File: src/design/clpg_pkg.sv
`timescale 1ns / 1ps
// clpg_pkg: constants, codes, command and status types and coefficient functions
// for the clothoid point generator; used by every file of the block but clpg_if and clpg_mul

package clpg_pkg;

  localparam int TERMS        = 30;
  localparam int MAX_SEGMENTS = 4095;
  localparam int KW           = $clog2(TERMS);
  localparam int CFG_IDX_W    = 3;
  localparam int DVS_W        = 24;
  localparam int COEF_W       = 8;
  localparam int PC_W         = 5;
  localparam int DIV_STEP     = 4;
  localparam int DIV_ITERS    = 64 / DIV_STEP;
  localparam int DIV_CNT_W    = $clog2(DIV_ITERS);

  localparam logic signed [63:0] HALF_PI_Q40 = 64'sd1727108826179;
  localparam logic signed [63:0] T_LIMIT     = 64'sd536870912;

  localparam logic [KW-1:0]   K_LAST      = KW'(TERMS - 2);
  localparam logic [PC_W-1:0] PC_LOOP     = 5'd9;
  localparam logic [PC_W-1:0] PC_LOOP_END = 5'd12;
  localparam logic [PC_W-1:0] PC_LAST     = 5'd16;

  typedef enum logic [CFG_IDX_W-1:0] {
    REG_SCALE    = 3'd0,
    REG_X_OFFSET = 3'd1,
    REG_Y_OFFSET = 3'd2,
    REG_START    = 3'd3,
    REG_END      = 3'd4,
    REG_SEGMENTS = 3'd5
  } cfg_reg_t;

  typedef enum logic [2:0] {
    OP_DIFF  = 3'd0,
    OP_TDIV  = 3'd1,
    OP_MUL   = 3'd2,
    OP_DIV3  = 3'd3,
    OP_KDIVC = 3'd4,
    OP_KDIVS = 3'd5,
    OP_FINX  = 3'd6,
    OP_FINY  = 3'd7
  } op_t;

  typedef enum logic [2:0] {
    A_T40   = 3'd0,
    A_T2    = 3'd1,
    A_TMP   = 3'd2,
    A_TC    = 3'd3,
    A_TS    = 3'd4,
    A_SCALE = 3'd5
  } asel_t;

  typedef enum logic [2:0] {
    B_T40 = 3'd0,
    B_T2  = 3'd1,
    B_HP  = 3'd2,
    B_W   = 3'd3,
    B_SC  = 3'd4,
    B_SS  = 3'd5
  } bsel_t;

  typedef enum logic [1:0] {
    D_T2  = 2'd0,
    D_TMP = 2'd1,
    D_W   = 2'd2
  } dst_t;

  typedef struct packed {
    op_t   op;
    asel_t asel;
    bsel_t bsel;
    dst_t  dst;
  } uop_t;

  typedef struct packed {
    logic          load;
    logic          start;
    logic          emit;
    uop_t          uop;
    logic [KW-1:0] k;
  } ctl_cmd_t;

  typedef struct packed {
    logic done;
    logic out_free;
  } dp_stat_t;

  function automatic uop_t ucode(input logic [PC_W-1:0] pc);
    uop_t u;
    u = '{op: OP_MUL, asel: A_TMP, bsel: B_HP, dst: D_TMP};
    case (pc)
      5'd0:  u.op = OP_DIFF;
      5'd1:  u.op = OP_TDIV;
      5'd2:  u = '{op: OP_MUL, asel: A_T40, bsel: B_T40, dst: D_T2};
      5'd3:  u = '{op: OP_MUL, asel: A_T2, bsel: B_T2, dst: D_TMP};
      5'd4:  u = '{op: OP_MUL, asel: A_TMP, bsel: B_HP, dst: D_TMP};
      5'd5:  u = '{op: OP_MUL, asel: A_TMP, bsel: B_HP, dst: D_W};
      5'd6:  u = '{op: OP_MUL, asel: A_T2, bsel: B_T40, dst: D_TMP};
      5'd7:  u = '{op: OP_MUL, asel: A_TMP, bsel: B_HP, dst: D_TMP};
      5'd8:  u.op = OP_DIV3;
      5'd9:  u = '{op: OP_MUL, asel: A_TC, bsel: B_W, dst: D_TMP};
      5'd10: u.op = OP_KDIVC;
      5'd11: u = '{op: OP_MUL, asel: A_TS, bsel: B_W, dst: D_TMP};
      5'd12: u.op = OP_KDIVS;
      5'd13: u = '{op: OP_MUL, asel: A_SCALE, bsel: B_SC, dst: D_TMP};
      5'd14: u.op = OP_FINX;
      5'd15: u = '{op: OP_MUL, asel: A_SCALE, bsel: B_SS, dst: D_TMP};
      5'd16: u.op = OP_FINY;
      default: u.op = OP_FINY;
    endcase
    return u;
  endfunction

  function automatic logic [COEF_W-1:0] coef_c(input logic [KW-1:0] k);
    return COEF_W'(4 * int'(k) + 1);
  endfunction

  function automatic logic [COEF_W-1:0] coef_s(input logic [KW-1:0] k);
    return COEF_W'(4 * int'(k) + 3);
  endfunction

  function automatic logic [DVS_W-1:0] den_c(input logic [KW-1:0] k);
    return DVS_W'((2 * int'(k) + 1) * (2 * int'(k) + 2) * (4 * int'(k) + 5));
  endfunction

  function automatic logic [DVS_W-1:0] den_s(input logic [KW-1:0] k);
    return DVS_W'((2 * int'(k) + 2) * (2 * int'(k) + 3) * (4 * int'(k) + 7));
  endfunction

endpackage

File: src/design/clpg_ctrl.sv
`timescale 1ns / 1ps
// clpg_ctrl: sequencer that steps the datapath through the microcode, series loop included
// depends on clpg_pkg

module clpg_ctrl (
  input  logic               clk,
  input  logic               rst_n,
  input  logic               in_valid,
  output logic               in_ready,
  output clpg_pkg::ctl_cmd_t cmd,
  input  clpg_pkg::dp_stat_t st
);

  typedef enum logic [3:0] {
    S_IDLE  = 4'b0001,
    S_ISSUE = 4'b0010,
    S_WAIT  = 4'b0100,
    S_EMIT  = 4'b1000
  } state_t;

  state_t                      state_r, state_nxt;
  logic [clpg_pkg::PC_W-1:0]   pc_r, pc_nxt;
  logic [clpg_pkg::KW-1:0]     k_r, k_nxt;

  always_comb begin
    state_nxt = state_r;
    pc_nxt    = pc_r;
    k_nxt     = k_r;
    cmd.load  = 1'b0;
    cmd.start = 1'b0;
    cmd.emit  = 1'b0;
    cmd.uop   = clpg_pkg::ucode(pc_r);
    cmd.k     = k_r;
    in_ready  = (state_r == S_IDLE);
    case (state_r)
      S_IDLE: begin
        if (in_valid) begin
          cmd.load  = 1'b1;
          pc_nxt    = '0;
          k_nxt     = '0;
          state_nxt = S_ISSUE;
        end
      end
      S_ISSUE: begin
        cmd.start = 1'b1;
        state_nxt = S_WAIT;
      end
      S_WAIT: begin
        if (st.done) begin
          if (pc_r == clpg_pkg::PC_LAST) begin
            state_nxt = S_EMIT;
          end else begin
            state_nxt = S_ISSUE;
            if (pc_r == clpg_pkg::PC_LOOP_END && k_r != clpg_pkg::K_LAST) begin
              k_nxt  = k_r + 1'b1;
              pc_nxt = clpg_pkg::PC_LOOP;
            end else begin
              pc_nxt = pc_r + 1'b1;
            end
          end
        end
      end
      S_EMIT: begin
        if (st.out_free) begin
          cmd.emit  = 1'b1;
          state_nxt = S_IDLE;
        end
      end
      default: state_nxt = S_IDLE;
    endcase
  end

  always_ff @(posedge clk) begin
    if (!rst_n) begin
      state_r <= S_IDLE;
      pc_r    <= '0;
      k_r     <= '0;
    end else begin
      state_r <= state_nxt;
      pc_r    <= pc_nxt;
      k_r     <= k_nxt;
    end
  end

  a_accept_starts: assert property (@(posedge clk) disable iff (!rst_n)
    (in_valid && in_ready) |=> (state_r == S_ISSUE && pc_r == '0))
    else $error("transfer did not start the sequence");

  a_done_in_wait: assert property (@(posedge clk) disable iff (!rst_n)
    st.done |-> (state_r == S_WAIT))
    else $error("unit finished outside a wait");

  a_pc_range: assert property (@(posedge clk) disable iff (!rst_n)
    pc_r <= clpg_pkg::PC_LAST)
    else $error("microcode address out of range");

  a_k_range: assert property (@(posedge clk) disable iff (!rst_n)
    k_r <= clpg_pkg::K_LAST)
    else $error("term counter past last term");

endmodule

File: config.mk
export PLATFORM = sky130hd
export DESIGN_NAME = clpg_ctrl
export DESIGN_NICKNAME = d
export VERILOG_FILES = /design/src/design/clpg_pkg.sv /design/src/design/clpg_ctrl.sv
export SDC_FILE = /design/constraint.sdc
export NUM_CORES = 1
export LEC_CHECK = 0
export BUFFER_PORTS_ARGS = -buffer_cell sky130_fd_sc_hd__buf_4
export CAP_MARGIN = 20
export CORE_MARGIN = 3
export CORE_UTILIZATION = 30
export DETAILED_ROUTE_END_ITERATION = 12
export SYNTH_ARGS = -nofsm -noshare
export SYNTH_HDL_FRONTEND = slang
export SYNTH_SLANG_ARGS = --single-unit
File: constraint.sdc
create_clock -name clk -period 2.91 [get_ports clk]
set_clock_uncertainty 0.15 [all_clocks]
set_input_delay 0.4365 -clock clk [delete_from_list [all_inputs] [get_ports clk]]
set_output_delay 0.4365 -clock clk [all_outputs]
set_load 0.02 [all_outputs]
==> results.yml, run 1 <==
outcome:
  outcome: "finished clean"
flow_run:
  drv_cap: 0
sta:
  hold_violations: 0
  min_period_ns: 2.534
  rsz0062_at_grt: "false"
  finalSetupTns_ns: 0
  setup_violations: 0
  fin_crit_sh_pct: 87.09
  final_max_slew_viol_count: 0
  timing.fmax_ghz: 0.3946
  worstMarginPinSlew_ns: 0.5857
  relSlewSlack_pct: 60.90
synthesis:
  synthTopCellsByArea: "dfxtp_1 22%, ha_1 7.0%, o21ai_0 4.8%, nand2_1 3.9%, a21oi_1 3.2%"
  synth_nets: 171
  avgSynthCellArea_um2: 7.853
  synth_flop_cell: "dfxtp_1"
  netlist_area_um2: 1249
  synth_warnings: 0
  synth_largest_area_cell: "dfxtp_1"
  synth_cell_types: 49
  synthCells: 159
  synth_edf_count: 0
  ys_top_cells_by_count: "14 x dfxtp_1, 13 x nand2_1, 12 x o21ai_0"
  synth-seq-cells: 14
  yosysMostFrequentCell: "dfxtp_1"
  ys_seq_area_share_pct: 22.44
  synth_top_area_share_pct: 22.44
  async_flop_share_pct: 0
power:
  total_power_uw: 688.0
  p_leak_uw: 0.0005791
  ir_worst_vdd_v: 0.0002399
  power.density_nw_per_um2: 476.0
drt:
  drc_errors: 0
  dr.pass1.iters: 4
  via_per_inst: 5.317
  routed_wl_mm: 2.801
  first_iter_violations: 64
  antenna_left: 0
  wire_per_inst_um: 12.67
  vias: 1175
placed_design:
  gp_congestion: 0.7783
  numPortBuffers: 24
  dp.cells: 218
  dpl.hpwl_mm: 2.005
global_routing:
  grt_max_degree: 21
  grt_use_total_pct: 11.56
  grt_pass1_vias: 998
  grt_pass1_wl_mm: 4.823
  antenna_found_initial: 0
  grt.overflow.total: 0
critical_path:
  path_cells: "inv_1, ha_1, a21o_1, o21ai_0, nand2_1, a211o_1, buf_4"
  critical_path_class: "reg -> out"
  critPathBufInv: 2
  worst_path_max_delay_cell: "dfxtp_1"
  critPathLaunchType: "flop"
  slowest_delay_ns: 0.38
  crit_required_ns: 2.32
  cp_top_family: "compound AO/OA/AOI/OAI gates"
  critPathMaxFanout: 11
  arrival_ns: 1.95
  cp-end-kind: "primary output"
die:
  io_pins: 25
  die_w_um: 70.52
  die_height_um: 70.52
  floorplan.rows: 22
  die-area_um2: 4972
  coreArea_um2: 3826
  start_util_pct: 32.64
clocking:
  htreeDepth: 1
  clk_root_buffer_cell: "clkbuf_8"
  clkTransAtPathRegs_ns: 0.06
  cts_sinks: 14
  clock_tree.buffer_depth: 2
  ctsHoldBuffers: 0
  worst_skew_pair.late_latency_ns: 0.24
  cts-resized-gates: 0
  post-cts-setup-buffers: 0
  cts_tree: "yes"
  cts-buffers-inserted: 3
finish:
  syn_to_final_growth_pct: 15.73
  num_antenna_cells: 0
  drive_gt1_share_pct: 21.39
  nNetsFinal: 187
  stdcell_count: 221
hold_path:
  hold_class: "in -> reg"
[layout by cell type, fill, tap and decap left out, types with 3 or more instances in the layout]
cell,count
a211oi_1,3
a21oi_1,8
a31oi_1,3
and3_1,3
buf_4,25
clkbuf_8,3
dfxtp_1,14
ha_1,7
inv_1,9
nand2_1,13
nand2b_1,3
nand3_1,5
nand4_1,3
nor2_1,7
nor2b_1,5
nor3_1,3
nor3b_1,4
nor4b_1,3
o21ai_0,12
o311ai_0,3
o32ai_1,3
[metal layers]
layer | wire (um) | up-vias | GRT usage [%]
li1 | - | 622 | -
met1 | 1486 | 529 | 16.12
met2 | 1166 | 20 | 17.46
met3 | 124 | 4 | 3.453
met4 | 24 | 0 | 2.553
met5 | 0 | - | 0
[state kept, by name, summed over array words and instances, names as in the netlist]
| signal | cells |
|---|---|
| pc_r | 5 |
| k_r | 5 |
| state_r | 4 |
[worst paths after layout]
| check | slack [ns] | endpoint | cells past startpoint | from |
|---|---|---|---|---|
| setup / recovery | 0.38 | cmd[14] | 7 | pc_r[1] |
| hold reg to reg | 0.37 | k_r[0] | 2 | k_r[0] |
| setup reg to reg | 0.68 | k_r[3] | 4 | pc_r[3] |
| hold / removal | 0.30 | state_r[0] | 2 | rst_n |
[kinds of logic (layout without fill, tap and decap cells)]
group / Yosys count / count (layout) / share of synthesized area [%]
flops: 14 / 14 / 22.44
compound gates: 47 / 47 / 25.75
fa+ha+maj: 7 / 7 / 7.014
simple gates: 65 / 65 / 32.36
mux: 1 / 1 / 0.9017
xor+xnor: 2 / 2 / 1.403
buf+inv: 23 / 37 / 10.12
[where the power goes]
part           switching [uW]  internal (uW)
registers                43.7            207
clock network            66.1           91.5
logic                     163            116
total                     273            415
[area by class of cell]
type | count | area, um2
Timing Repair Buffer | 25 | 187.7
Sequential cell | 14 | 280.3
Fill cell | 386 | 2381
Multi-Input combinational cell | 122 | 842.1
Tap cell | 48 | 60.06
Clock buffer | 3 | 41.29
Inverter | 9 | 33.78
[through the flow]
stage               hold WS (ns)  utilization (%)  worst slack (ns)  instance area (um2)
floorplan                 0.3409                -            0.5372                 1249
global placement          0.3627            36.69            0.6132                 1404
detailed placement        0.3545            36.69            0.6131                 1404
CTS                       0.2936            37.77            0.3404                 1445
global route              0.3079            37.77            0.1206                 1445
finish                    0.2984            37.77            0.3756                 1445
Note: power is estimated with default switching activity, not from simulation.
==> run 2: changes to the inputs <==
--- a/config.mk
+++ b/config.mk
@@ -5,6 +5,7 @@
 export SDC_FILE = /design/constraint.sdc
 export NUM_CORES = 1
 export LEC_CHECK = 0
+export ABC_AREA = 1
 export BUFFER_PORTS_ARGS = -buffer_cell sky130_fd_sc_hd__buf_4
 export CAP_MARGIN = 20
 export CORE_MARGIN = 3
==> run 2 against run 1 <==
  * Core utilization rose by 0.58 points
  * Wire length down 2.0%
  * Worst setup slack gained 0.081 ns
  * Global-route usage increased by 0.31 points
  * Sequential share of layout area decreased by 1.3 points
  * Cell count increased by 30%
  * Design area increased by 6.9%
  * Largest cell class unchanged
  * Largest power group unchanged
==> results.yml, run 2 <==
outcome:
  outcome: "finished clean"
sta:
  rsz0062_at_grt: "false"
  finalSetupTns_ns: 0
  min_period_ns: 2.453
  relSlewSlack_pct: 78.57
  final_max_slew_viol_count: 0
  timing.fmax_ghz: 0.4077
  hold_violations: 0
  setup_violations: 0
  fin_crit_sh_pct: 84.30
  worstMarginPinSlew_ns: 0.3209
power:
  total_power_uw: 1070
  p_leak_uw: 0.0007953
  power.density_nw_per_um2: 692.5
  ir_worst_vdd_v: 0.0003309
hold_path:
  worstHoldStart: "rst_n"
  holdPathStages: 2
  hold_class: "in -> reg"
  holdPathEnd: "state_r[0]"
critical_path:
  path_cells: "ha_1, inv_1, nor2_1, ha_1, inv_1, o21ai_2, nor3_2, nand3_2, nand3_1, buf_4"
  reg2reg_from: "pc_r[0]"
  slowest_delay_ns: 0.37
  crit_required_ns: 2.32
  critPathLaunchType: "flop"
  critPathMaxFanout: 7
  cp-end-kind: "primary output"
  reg2reg_slack_ns: 1.21
  timing.rr.end: "k_r[0]"
  r2r_cells: 10
  arrival_ns: 1.87
  worst_path_max_delay_cell: "dfxtp_1"
  critical_path_class: "reg -> out"
drt:
  first_iter_violations: 54
  routed_wl_mm: 2.744
  vias: 1312
  via_per_inst: 4.571
  wire_per_inst_um: 9.561
  dr.pass1.iters: 4
  drc_errors: 0
  antenna_left: 0
flow_run:
  drv_cap: 0
synthesis:
  synth_flop_cell: "dfxtp_1"
  synth_adder_area_share_pct: 6.910
  synth_largest_area_cell: "dfxtp_1"
  synth_top_area_share_pct: 22.11
  synth_nets: 224
  avgSynthCellArea_um2: 5.979
  synth_top_family_by_area: "simple AND/OR/NAND/NOR gates"
  synthCells: 212
  netlist_area_um2: 1267
  synthTopCellsByArea: "dfxtp_1 22%, nand2_1 17%, nor2_1 11%, inv_1 8.9%, ha_1 6.9%"
  synth_warnings: 0
  synthXorXnorAreaFrac_pct: 2.073
  yosysMostFrequentCell: "nand2_1"
  synth_compound_area_share_pct: 3.949
  synth-seq-cells: 14
  async_flop_share_pct: 0
  yosys.area_share.simple_pct: 53.01
  ys_top_cells_by_count: "57 x nand2_1, 37 x nor2_1, 30 x inv_1"
  ys_seq_area_share_pct: 22.11
  synthMuxAreaShare_pct: 0
  synth_edf_count: 0
  synth_cell_types: 25
global_routing:
  grt_pass1_vias: 1225
  antenna_found_initial: 0
  grt_max_degree: 11
  grt_use_total_pct: 11.87
  grt_pass1_wl_mm: 5.030
  grt.overflow.total: 0
finish:
  reg_top3: "k_r x5, pc_r x5, state_r x4"
  syn_to_final_growth_pct: 21.91
  final_cell_mix: "57 x nand2_1, 37 x nor2_1, 30 x inv_1"
  nNetsFinal: 250
  post-route-cell-area_um2: 1545
  drive_gt1_share_pct: 24.05
  final_common_cell: "nand2_1"
  fillCellCount: 452
  num_antenna_cells: 0
clocking:
  worst_skew_pair.late_latency_ns: 0.24
  clk_root_buffer_cell: "clkbuf_8"
  cts_sinks: 14
  cts-resized-gates: 0
  clock_tree.buffer_depth: 2
  clkTransAtPathRegs_ns: 0.06
  cts_tree: "yes"
  htreeDepth: 1
  post-cts-setup-buffers: 0
  cts-buffers-inserted: 3
  ctsHoldBuffers: 0
die:
  io_pins: 25
  die_height_um: 71
  start_util_pct: 31.46
  die_w_um: 71
  floorplan.rows: 23
  coreArea_um2: 4029
  die-area_um2: 5041
placed_design:
  place_area_um2: 1490
  gp_congestion: 0.8717
  numPortBuffers: 24
  dpl.hpwl_mm: 2.247
run 2: how the worst max path moves through the flow:
| stage | startpoint | depth (start not counted) | slack (ns) | endpoint |
|---|---|---|---|---|
| after CTS | pc_r[0] | 10 | 0.44 | cmd[15] |
| after global routing | pc_r[0] | 10 | 0.22 | cmd[5] |
| after floorplan | pc_r[0] | 10 | 0.71 | cmd[5] |
| after detailed placement | pc_r[0] | 10 | 0.72 | cmd[15] |
| final | pc_r[0] | 10 | 0.46 | cmd[8] |
| after global placement | pc_r[0] | 10 | 0.75 | cmd[15] |
run 2: area by class of cell:
type / count / area, um2 / share of cell area, %
Inverter: 35 / 131.4 / 8.502
Multi-Input combinational cell: 160 / 835.8 / 54.09
Clock buffer: 4 / 55.05 / 3.563
Timing Repair Buffer: 24 / 180.2 / 11.66
Sequential cell: 14 / 280.3 / 18.14
Tap cell: 50 / 62.56 / 4.049
run 2: worst max-delay path, delay by kind of cell (launching register included):
family | cells | cell delay (ns)
adders and majority gates | 2 | 0.43
DFF | 1 | 0.37
buffers and inverters | 3 | 0.30
AOI/OAI and AO/OA | 1 | 0.08
and+or+nand+nor | 4 | 0.46
run 2: stage by stage:
stage	worst slack [ns]	hold WS, ns	util, %	cells
after global routing	0.2184	0.3315	38.35	287
after floorplan	0.7091	0.3631	-	212
after global placement	0.7475	0.3862	36.99	283
after detailed placement	0.7181	0.3887	36.99	283
after CTS	0.4417	0.3147	38.35	287
final	0.4570	0.3161	38.35	287
run 2: routing by layer:
layer	track usage, %	part of all wire (%)
met2	19.77	44
met1	15.95	50
met4	4.384	1.2
met5	0	0
met3	0.9943	5.1
run 2: cells by family (layout without fill, tap and decap cells):
logic type | count (synthesis) | after routing
AOI/OAI and AO/OA | 9 | 9
xor gates and xnor gates | 3 | 3
adders and majority gates | 7 | 7
buffers and inverters | 38 | 63
DFF | 14 | 14
and+or+nand+nor | 141 | 141
run 2: where the power goes:
group,total [uW],internal [uW],switching [uW]
clock,187,120,67.3
sequential,279,230,48.3
combinational,604,226,378
==> run 3: changes to the inputs <==
==> constraint.sdc (replaced) <==
create_clock -name clk -period 2.3 [get_ports clk]
set_clock_uncertainty 0.15 [all_clocks]
set_input_delay 0.345 -clock clk [delete_from_list [all_inputs] [get_ports clk]]
set_output_delay 0.345 -clock clk [all_outputs]
set_load 0.02 [all_outputs]
==> run 3 against run 2 <==
  * Sequential power is 29% higher
  * Design area up 9.4%
  * Sequential cell count unchanged
  * Non-clock buffer count is 7 higher
  * Clock power increased by 25%
  * Worst setup slack lost 0.35 ns
  * Clock-buffer cell count did not move
  * Die area unchanged
  * Highest routed layer unchanged
==> results.yml, run 3 (synthesis gave the netlist of run 2 again) <==
outcome:
  outcome: "finished clean"
power:
  p_leak_uw: 0.0008554
  ir_worst_vdd_v: 0.0004256
  power.density_nw_per_um2: 825.6
finish:
  final_cell_mix: "54 x nand2_1, 33 x nor2_1, 28 x buf_4"
  fillCellCount: 450
  fin_util_pct: 41.96
  post-route-cell-area_um2: 1690
  layout.area.seq_um2: 290.3
  multi_input_area_um2: 904.6
  drive_gt1_share_pct: 35.25
  nNetsFinal: 257
  num_antenna_cells: 0
  syn_to_final_growth_pct: 33.37
  stdcell_count: 294
  final_common_cell: "nand2_1"
  reg_top3: "k_r x5, pc_r x5, state_r x4"
critical_path:
  worst_path_max_delay_cell: "dfxtp_4"
  timing.rr.end: "k_r[3]"
  arrival_ns: 1.69
  r2r_cells: 10
  critPathLaunch: "pc_r[1]"
  path_cells: "inv_1, ha_2, nand2_2, nor2_1, nor3_1, nand3_2, nand2_1, buf_4"
  critical_path_class: "reg -> out"
  critPathMaxFanout: 5
  cp-end-kind: "primary output"
  crit_end: "cmd[15]"
  reg2reg_from: "pc_r[1]"
  crit_required_ns: 1.80
  slowest_delay_ns: 0.38
  reg2reg_slack_ns: 0.66
  critPathLaunchType: "flop"
placed_design:
  gp_congestion: 0.8721
  dpl.hpwl_mm: 2.279
  place_area_um2: 1490
  numPortBuffers: 24
  dp.cells: 283
die:
  start_util_pct: 31.46
  die_w_um: 71
  die_height_um: 71
  die-area_um2: 5041
  floorplan.rows: 23
  io_pins: 25
  coreArea_um2: 4029
sta:
  fin_crit_sh_pct: 95.21
  final_max_slew_viol_count: 0
  min_period_ns: 2.190
  worstMarginPinSlew_ns: 0.3564
  setup_violations: 0
  hold_violations: 0
  rsz0062_at_grt: "true"
  relSlewSlack_pct: 76.16
  timing.fmax_ghz: 0.4567
drt:
  via_per_inst: 4.541
  antenna_left: 0
  dr.pass1.iters: 4
  drc_errors: 0
  routed_wl_mm: 2.889
  vias: 1335
  first_iter_violations: 74
  wire_per_inst_um: 9.827
clocking:
  worst_skew_pair.late_latency_ns: 0.24
  clkTransAtPathRegs_ns: 0.06
  cts_sinks: 14
  clock_tree.buffer_depth: 2
  cts-buffers-inserted: 3
  cts_tree: "yes"
  clk_root_buffer_cell: "clkbuf_8"
  htreeDepth: 1
hold_path:
  worstHoldStart: "rst_n"
  hold_class: "in -> reg"
global_routing:
  grt_pass1_vias: 1180
  grt.overflow.total: 0
  grt_use_total_pct: 12.09
  grt_max_degree: 11
  antenna_found_initial: 0
  grt_pass1_wl_mm: 5.092
flow_run:
  drv_cap: 0
run 3: area by class of cell:
class	instances	share of cell area, %
Inverter	35	7.920
Sequential cell	14	17.17
Clock buffer	4	3.257
Tap cell	50	3.701
Multi-Input combinational cell	160	53.52
Timing Repair Buffer	31	14.43
run 3: power by group:
group	switching [uW]	internal, uW
sequential	65.3	294
combinational	494	308
clock	82.1	151
total	642	754
run 3: worst min path at each step:
stage / end / slack, ns / depth (start not counted)
6_report: state_r[0] / 0.22 / 2
3_3_place_gp: k_r[0] / 0.39 / 2
4_1_cts: state_r[0] / 0.22 / 2
5_1_grt: state_r[0] / 0.22 / 2
3_5_place_dp: k_r[0] / 0.39 / 2
2_1_floorplan: pc_r[0] / 0.36 / 2
run 3: routing by layer:
layer  vias up  share of wire (%)  global-route usage (%)
met1       581                 50                   17.35
met2        29                 44                   19.36
met5         -                  0                       0
met3         4                5.3                   1.563
li1        721                  -                       -
met4         0               0.73                   2.505
run 3: through the flow:
stage	setup slack, ns	hold WS [ns]	total power [uW]	setup TNS (ns)
after floorplan	0.1906	0.3631	902.3	0
after global placement	0.2304	0.3862	1129	0
after CTS	0.005136	0.2201	1382	0
after global routing	-0.01017	0.2232	1530	-0.01017
after detailed placement	0.1949	0.3868	1130	0
final	0.1102	0.2166	1396	0
run 3: repair_timing:
action                                  in CTS  in global routing
buffers inserted                             4                  3
gates resized for setup                      6                 25
endpoints found under the setup margin       5                  6
pin swaps                                    4                  7
hold buffers                                 0                  0
run 3: worst max-delay path, delay by kind of cell, from the launching register on:
kind | cells | cell delay [ns]
AND/OR/NAND/NOR | 5 | 0.67
buffers and inverters | 2 | 0.21
flip-flops | 1 | 0.38
adder cells (fa/ha/maj) | 1 | 0.20
